[src/hdl/ptt_lpp_pkg.sv]
// Shared types and constants for the push-to-talk link parser and prober
`default_nettype none
package ptt_lpp_pkg;

    localparam int unsigned BYTE_W = 8;

    localparam logic [BYTE_W-1:0] CH_INCOMPLETE = 8'h4C;  // 'L'
    localparam logic [BYTE_W-1:0] CH_OFF        = 8'h30;  // '0'
    localparam logic [BYTE_W-1:0] CH_ON         = 8'h31;  // '1'

    localparam logic MODE_BYTE = 1'b0;
    localparam logic MODE_TICK = 1'b1;

    localparam logic CFG_IDLE_PERIOD = 1'b0;
    localparam logic CFG_PROBE_LIMIT = 1'b1;

    localparam logic [BYTE_W-1:0] IDLE_PERIOD_RST = 8'd10;
    localparam logic [BYTE_W-1:0] PROBE_LIMIT_RST = 8'd3;

    typedef struct packed {
        logic ptt_changed;
        logic ptt_level;
        logic send_probe;
        logic link_lost;
        logic bad_byte;
    } t_result;

    typedef struct packed {
        logic              load;
        logic [BYTE_W-1:0] value;
    } t_idle_load;

endpackage
`default_nettype wire

[src/hdl/ptt_lpp_modred.sv]
// Bit-serial reduction of the idle count modulo a newly written idle period
`default_nettype none
module ptt_lpp_modred (
    input  wire logic                      i_clk,
    input  wire logic                      i_rst_n,
    input  wire logic                      i_start,
    input  wire logic [ptt_lpp_pkg::BYTE_W-1:0] i_count,
    input  wire logic [ptt_lpp_pkg::BYTE_W-1:0] i_period,
    output logic                           o_busy,
    output ptt_lpp_pkg::t_idle_load        o_load
);
    import ptt_lpp_pkg::*;

    localparam int unsigned STEP_W = $clog2(BYTE_W);

    logic              r_busy,  n_busy;
    logic [STEP_W-1:0] r_step,  n_step;
    logic [BYTE_W-1:0] r_num,   n_num;
    logic [BYTE_W:0]   r_rem,   n_rem;
    logic [BYTE_W:0]   r_div,   n_div;
    logic              r_done,  n_done;
    logic [BYTE_W:0]   shifted;

    always_comb begin
        n_busy  = r_busy;
        n_step  = r_step;
        n_num   = r_num;
        n_rem   = r_rem;
        n_div   = r_div;
        n_done  = 1'b0;
        shifted = {r_rem[BYTE_W-1:0], r_num[BYTE_W-1]};
        if (i_start) begin
            // a zero period counts as 256
            n_busy = 1'b1;
            n_step = '0;
            n_num  = i_count;
            n_rem  = '0;
            n_div  = (i_period == '0) ? {1'b1, {BYTE_W{1'b0}}} : {1'b0, i_period};
        end else if (r_busy) begin
            n_num = {r_num[BYTE_W-2:0], 1'b0};
            n_rem = (shifted >= r_div) ? shifted - r_div : shifted;
            n_step = r_step + 1'b1;
            if (r_step == STEP_W'(BYTE_W - 1)) begin
                n_busy = 1'b0;
                n_done = 1'b1;
            end
        end
    end

    always_ff @(posedge i_clk) begin
        if (!i_rst_n) begin
            r_busy <= 1'b0;
            r_done <= 1'b0;
            r_step <= '0;
        end else begin
            r_busy <= n_busy;
            r_done <= n_done;
            r_step <= n_step;
        end
        r_num <= n_num;
        r_rem <= n_rem;
        r_div <= n_div;
    end

    assign o_busy       = r_busy || r_done;
    assign o_load.load  = r_done;
    assign o_load.value = r_rem[BYTE_W-1:0];

endmodule
`default_nettype wire

[src/hdl/ptt_lpp_core.sv]
// Parser and prober state with the single-pass step logic
`default_nettype none
module ptt_lpp_core (
    input  wire logic                           i_clk,
    input  wire logic                           i_rst_n,
    input  wire logic                           i_adv,
    input  wire logic                           i_mode,
    input  wire logic [ptt_lpp_pkg::BYTE_W-1:0] i_rx_byte,
    input  wire logic [ptt_lpp_pkg::BYTE_W-1:0] i_idle_period,
    input  wire logic [ptt_lpp_pkg::BYTE_W-1:0] i_probe_limit,
    input  wire ptt_lpp_pkg::t_idle_load        i_idle_load,
    output logic [ptt_lpp_pkg::BYTE_W-1:0]      o_idle_count,
    output ptt_lpp_pkg::t_result                o_result
);
    import ptt_lpp_pkg::*;

    logic              r_complete, n_complete;
    logic              r_seen,     n_seen;
    logic              r_reported, n_reported;
    logic [BYTE_W-1:0] r_idle,     n_idle;
    logic [BYTE_W-1:0] r_probes,   n_probes;
    logic [BYTE_W:0]   idle_inc;
    logic [BYTE_W:0]   period;
    t_result           res;

    always_comb begin
        n_complete = r_complete;
        n_seen     = r_seen;
        n_reported = r_reported;
        n_idle     = r_idle;
        n_probes   = r_probes;
        res        = '0;
        idle_inc   = {1'b0, r_idle} + 1'b1;
        period     = (i_idle_period == '0) ? {1'b1, {BYTE_W{1'b0}}}
                                           : {1'b0, i_idle_period};
        if (i_mode == MODE_BYTE) begin
            n_probes = '0;
            case (i_rx_byte)
                CH_INCOMPLETE: n_complete = 1'b0;
                CH_OFF: begin
                    n_complete = 1'b1;
                    n_seen     = 1'b0;
                end
                CH_ON: begin
                    n_complete = 1'b1;
                    n_seen     = 1'b1;
                end
                default: res.bad_byte = 1'b1;
            endcase
            if (n_complete && (n_seen != r_reported)) begin
                n_reported      = n_seen;
                res.ptt_changed = 1'b1;
            end
        end else if (r_probes > i_probe_limit) begin
            res.link_lost = 1'b1;
        end else begin
            // idle count is kept below the period, so one compare wraps it
            n_idle = (idle_inc == period) ? '0 : idle_inc[BYTE_W-1:0];
            if (n_idle == '0) begin
                res.send_probe = 1'b1;
                if (r_probes != '1) begin
                    n_probes = r_probes + 1'b1;
                end
            end
        end
        res.ptt_level = n_reported;
    end

    always_ff @(posedge i_clk) begin
        if (!i_rst_n) begin
            r_complete <= 1'b0;
            r_seen     <= 1'b0;
            r_reported <= 1'b0;
            r_idle     <= '0;
            r_probes   <= '0;
        end else if (i_idle_load.load) begin
            r_idle <= i_idle_load.value;
        end else if (i_adv) begin
            r_complete <= n_complete;
            r_seen     <= n_seen;
            r_reported <= n_reported;
            r_idle     <= n_idle;
            r_probes   <= n_probes;
        end
    end

    assign o_idle_count = r_idle;
    assign o_result     = res;

endmodule
`default_nettype wire

[src/hdl/ptt_link_parser_prober_top.sv]
// Top level: input register, step logic, result register and configuration
// An accepted word is held in the input register, stepped, and shown from the result register.
// Throughput: one word per cycle while the output is not stalled and no reduction runs;
// input and result registers decouple the ports. An idle_period write starts a bit-serial
// reduction of the idle counter, then loads it; input words are held off until the load.
// Synchronous active-low reset clears state, counters and valids; registers go to 10 and 3.
`default_nettype none
module ptt_link_parser_prober_top (
    input  wire logic       i_clk,
    input  wire logic       i_rst_n,
    input  wire logic       i_valid,
    output logic            o_ready,
    input  wire logic       i_mode,
    input  wire logic [7:0] i_rx_byte,
    output logic            o_valid,
    input  wire logic       i_ready,
    output logic            o_ptt_changed,
    output logic            o_ptt_level,
    output logic            o_send_probe,
    output logic            o_link_lost,
    output logic            o_bad_byte,
    input  wire logic       i_cfg_valid,
    output logic            o_cfg_ready,
    input  wire logic       i_cfg_index,
    input  wire logic [7:0] i_cfg_data
);
    import ptt_lpp_pkg::*;

    logic              r_in_valid;
    logic              r_in_mode;
    logic [BYTE_W-1:0] r_in_byte;
    logic              r_out_valid;
    t_result           r_out;
    logic [BYTE_W-1:0] r_idle_period;
    logic [BYTE_W-1:0] r_probe_limit;

    logic              adv;
    logic              cfg_wr;
    logic              red_start;
    logic              red_busy;
    t_idle_load        idle_load;
    logic [BYTE_W-1:0] idle_count;
    t_result           step_res;

    assign cfg_wr    = i_cfg_valid && o_cfg_ready;
    assign red_start = cfg_wr && (i_cfg_index == CFG_IDLE_PERIOD);
    assign adv       = r_in_valid && (!r_out_valid || i_ready);
    assign o_ready   = !red_busy && (!r_in_valid || adv);
    assign o_cfg_ready = 1'b1;

    ptt_lpp_modred u_modred (
        .i_clk    (i_clk),
        .i_rst_n  (i_rst_n),
        .i_start  (red_start),
        .i_count  (idle_count),
        .i_period (i_cfg_data),
        .o_busy   (red_busy),
        .o_load   (idle_load)
    );

    ptt_lpp_core u_core (
        .i_clk         (i_clk),
        .i_rst_n       (i_rst_n),
        .i_adv         (adv),
        .i_mode        (r_in_mode),
        .i_rx_byte     (r_in_byte),
        .i_idle_period (r_idle_period),
        .i_probe_limit (r_probe_limit),
        .i_idle_load   (idle_load),
        .o_idle_count  (idle_count),
        .o_result      (step_res)
    );

    always_ff @(posedge i_clk) begin
        if (!i_rst_n) begin
            r_in_valid    <= 1'b0;
            r_out_valid   <= 1'b0;
            r_idle_period <= IDLE_PERIOD_RST;
            r_probe_limit <= PROBE_LIMIT_RST;
        end else begin
            if (i_valid && o_ready) begin
                r_in_valid <= 1'b1;
            end else if (adv) begin
                r_in_valid <= 1'b0;
            end
            if (adv) begin
                r_out_valid <= 1'b1;
            end else if (i_ready) begin
                r_out_valid <= 1'b0;
            end
            if (cfg_wr) begin
                if (i_cfg_index == CFG_IDLE_PERIOD) begin
                    r_idle_period <= i_cfg_data;
                end else begin
                    r_probe_limit <= i_cfg_data;
                end
            end
        end
        if (i_valid && o_ready) begin
            r_in_mode <= i_mode;
            r_in_byte <= i_rx_byte;
        end
        if (adv) begin
            r_out <= step_res;
        end
    end

    assign o_valid       = r_out_valid;
    assign o_ptt_changed = r_out.ptt_changed;
    assign o_ptt_level   = r_out.ptt_level;
    assign o_send_probe  = r_out.send_probe;
    assign o_link_lost   = r_out.link_lost;
    assign o_bad_byte    = r_out.bad_byte;

endmodule
`default_nettype wire

[config.mk]
export PLATFORM = sky130hd
export DESIGN_NAME = ptt_link_parser_prober_top
export DESIGN_NICKNAME = d
export VERILOG_FILES = /design/src/hdl/ptt_lpp_pkg.sv /design/src/hdl/ptt_lpp_modred.sv /design/src/hdl/ptt_lpp_core.sv /design/src/hdl/ptt_link_parser_prober_top.sv
export SDC_FILE = /design/constraint.sdc
export NUM_CORES = 1
export LEC_CHECK = 0
export ABC_AREA = 1
export BUFFER_PORTS_ARGS = -buffer_cell sky130_fd_sc_hd__buf_2
export CAP_MARGIN = 10
export CORE_AREA = 3 3 106 108
export DETAILED_ROUTE_END_ITERATION = 6
export DIE_AREA = 0 0 109 111
export REMOVE_ABC_BUFFERS = 1
export SLEW_MARGIN = 20
export SYNTH_ARGS = -nofsm -noshare
export SYNTH_HDL_FRONTEND = slang
export SYNTH_HIERARCHICAL = 1
export SYNTH_SLANG_ARGS = --single-unit
[constraint.sdc]
create_clock -name i_clk -period 2.8 [get_ports i_clk]
set_clock_uncertainty 0.2 [all_clocks]
set_input_delay 0.56 -clock i_clk [delete_from_list [all_inputs] [get_ports i_clk]]
set_output_delay 0.56 -clock i_clk [all_outputs]
set_load 0.01 [all_outputs]
==> reports/results.tsv <==
stage	metric	value	unit
min_path	whs_path_depth	1	
synth	ys_seq_area_frac	0.4146	
placement	postPlaceCellArea	0.004905	mm2
timing	rsz0062_at_grt	false	
synth	synth.area.top_cells	dfxtp_1, edfxtp_1, nand2_1	
die	pin_count	31	
flow_run	drv_cap	0	
route	wl	9.834	mm
power_and_ir_drop	p_leak	2.430	nW
status	status	completed	
global_route	antenna_found_initial	0	
placement	dp_hpwl	7.624	mm
timing	setup_viol	0	
synth	yosys.cell_types.count	41	
worst_setup_path	worst_ep_arrival_time	2.59	ns
timing	slew_violations	0	
final_layout	diodes	0	
timing	setup_tns	0	ns
cts	root_buffer	clkbuf_8	
route	dr.pass1.iters	7	
synth	synth_edf_count	31	
timing	clock.fmax	394.1	MHz
worst_setup_path	path_class	reg2reg	
cts	clock_latency	0.35	ns
global_route	grt_use_total	0.1726	
final_layout	final_core_util	0.4993	
die	core_area	0.01032	mm2
cts	clk_pin_slew	0.10	ns
die	fp.dieW	109	um
route	vias_per_cell	4.851	
power_and_ir_drop	vdd_drop_max	0.3246	mV
final_layout	postLayoutCellArea	0.005155	mm2
route	vias	3818	
final_layout	drive_gt1_frac	0.1582	
synth	yosysTopAreaCell	dfxtp_1	
global_route	grt_start_max_net_pins	32	
route	drc_errors	0	
final_layout	stdcell_count	787	
cts	tritoncts	built	
cts	cts_hold_buf	0	
die	initial_core_util	0.4513	
synth	netlist_instances	620	
cts	cts_buffers	9	
timing	worst_pin_slew	0.5494	ns
timing	min_period	2.537	ns
worst_setup_path	cp-start-kind	flop	
cts	postCtsSetupBuffers	0	
global_route	grt_pass1_vias	3533	
die	rows	37	
cts	post_cts_resized	0	
final_layout	syn_to_final_growth	10.63	%
cts	clk_path_buf_depth	2	
die	dieArea	0.01210	mm2
route	initialDrtViolationCount	254	
worst_setup_path	rr_worst_depth	14	
worst_setup_path	reg2reg_slack	0.26	ns
timing	finalHoldViolCount	0	
synth	yosys_warnings	6	
route	wl_per_cell	12.50	um
worst_setup_path	worstPathRequired	2.85	ns
placement	place_congestion	0.8973	
synth	synth_top_area_share	0.2148	
synth	synth-seq-cells	81	
timing	fin_crit_sh	0.9062	
placement	port-buffer-count	29	
placement	dp.cells	771	
die	die_h	111	um
route	ant_nets	0	
power_and_ir_drop	power.total	2.731	mW
final_layout	fin_nets	691	
cts	clock-sinks	81	
synth	syn_area	0.004659	mm2
power_and_ir_drop	powerDensity	529.8	mW/mm2
synth	synth_top_flop_cell	dfxtp_1	
timing	maxSlewHeadroom	0.6337	
synth	syn_area_per_cell	7.515	um2
synth	async_flop_share	0	
min_path	min_path_type	in2reg	
worst_setup_path	crit_fanout	14	
cts	cts_max_level	3	
global_route	grt_pass1_wl	16.75	mm
global_route	grt_remaining_overflow	0	
worst_setup_path	setup.worst_path.end_class	flop	
## placed cells by master (no fill, tap or decap), drive strengths merged
cell type and n:
conb 1, dfxtp 50, edfxtp 31, fa 1, nand4 7, o41ai 2, and3 1, xor2 4
nor2 78, ha 21, clkinv 2, inv 94, nand3 50, a21oi 20, nand3b 9, a21boi 1
bufinv 3, clkinvlp 1, a31oi 2, nand2 191, nor3 4, xnor2 2, o211ai 6, buf 33
nor4 2, clkbuf 9, o21ai 24, or2 2
## per-stage QoR
stage	setup WS, ns	hold slack, ns
2_1_floorplan	0.5395	0.2420
3_3_place_gp	0.3983	0.2541
3_5_place_dp	0.2528	0.2672
4_1_cts	0.2323	0.1545
5_1_grt	0.006410	0.1465
6_report	0.2625	0.1798
## Yosys cell counts (2+ instances only)
cell type,instances
o21ai_0,17
nand4_1,7
a31oi_1,2
xnor2_1,2
nor4_1,2
buf_4,4
nand2_1,175
dfxtp_1,50
ha_1,21
o41ai_2,2
nand3_2,3
inv_1,89
o211ai_1,6
xor2_1,4
nand2_2,11
nand3_1,45
nand3b_1,9
nor2_1,54
a21oi_1,20
nor3_1,4
o21ai_1,6
nor2_2,21
nand3_4,2
nand2_4,5
clkbuf_1,11
edfxtp_1,31
nor2_4,3
## worst max-delay path: stages (launching register included)
cell and delay, ns:
dfxtp_1 0.48, ha_2 0.29, nand2_2 0.09, nor2_2 0.16, nand3_1 0.09, nand3_1 0.09
nand2_1 0.06, nor2_2 0.15, nand3_4 0.15, o41ai_2 0.12, nand3_4 0.14, nand2_4 0.22
nand2_1 0.08, nand2_1 0.08, nor2_2 0.03
## registers in the layout, indices dropped and copies added (netlist names), 3 cells and up
| name | flops |
|---|---|
| u_modred/r_div | 9 |
| r_idle_period | 8 |
| r_in_byte | 8 |
| r_probe_limit | 8 |
| u_core/o_idle_count | 8 |
| u_core/r_probes | 8 |
| u_modred/r_num | 8 |
| u_modred/r_rem | 8 |
| u_modred/r_step | 3 |
## final timing paths
kind                                                     startpoint                         endpoint
worst max-delay path            u_core/o_idle_count[0]$_SDFFE_PN0P_  u_core/r_probes[6]$_SDFFE_PN0P_
worst min-delay path                                   i_rx_byte[4]           r_in_byte[4]$_DFFE_PP_
worst max register to register  u_core/o_idle_count[0]$_SDFFE_PN0P_  u_core/r_probes[6]$_SDFFE_PN0P_
worst min register to register      u_modred/r_step[2]$_SDFFE_PP0P_  u_modred/r_step[2]$_SDFFE_PP0P_
## report_power, final
| part | internal [mW] | leakage, nW | switching [mW] |
|---|---|---|---|
| Sequential | 1.29 | 0.706 | 0.0458 |
| Combinational | 0.130 | 1.60 | 0.221 |
| Clock | 0.602 | 0.121 | 0.438 |
| Total | 2.03 | 2.43 | 0.706 |
## cells by family (layout without fill, tap and decap cells)
family | after synthesis | after routing | synth area share
and+or+nand+nor | 344 | 344 | 0.3445
adders and majority gates | 22 | 22 | 0.06069
buffers and inverters | 111 | 142 | 0.09908
DFF | 81 | 81 | 0.4146
AOI/OAI and AO/OA | 55 | 55 | 0.06901
xor gates and xnor gates | 6 | 6 | 0.01128
other | 1 | 1 | 0.0008048
## layer usage
metal,GRT usage,part of all wire,up-vias
met1,0.2449,0.50,1723
met3,0.02854,0.031,6
met2,0.2678,0.46,65
met5,0,0,-
li1,-,-,2024
met4,0.05219,0.0088,0
## final cells by class
type | count | area, um2
Fill cell | 1027 | 5169
Multi-Input combinational cell | 428 | 2268
Sequential cell | 81 | 1932
Inverter | 93 | 361.6
Timing Repair Buffer | 33 | 175.2
Tap cell | 136 | 170.2
Clock buffer | 9 | 123.9
Clock inverter | 7 | 123.9
No activity file was read; power rests on OpenSTA's default activity.
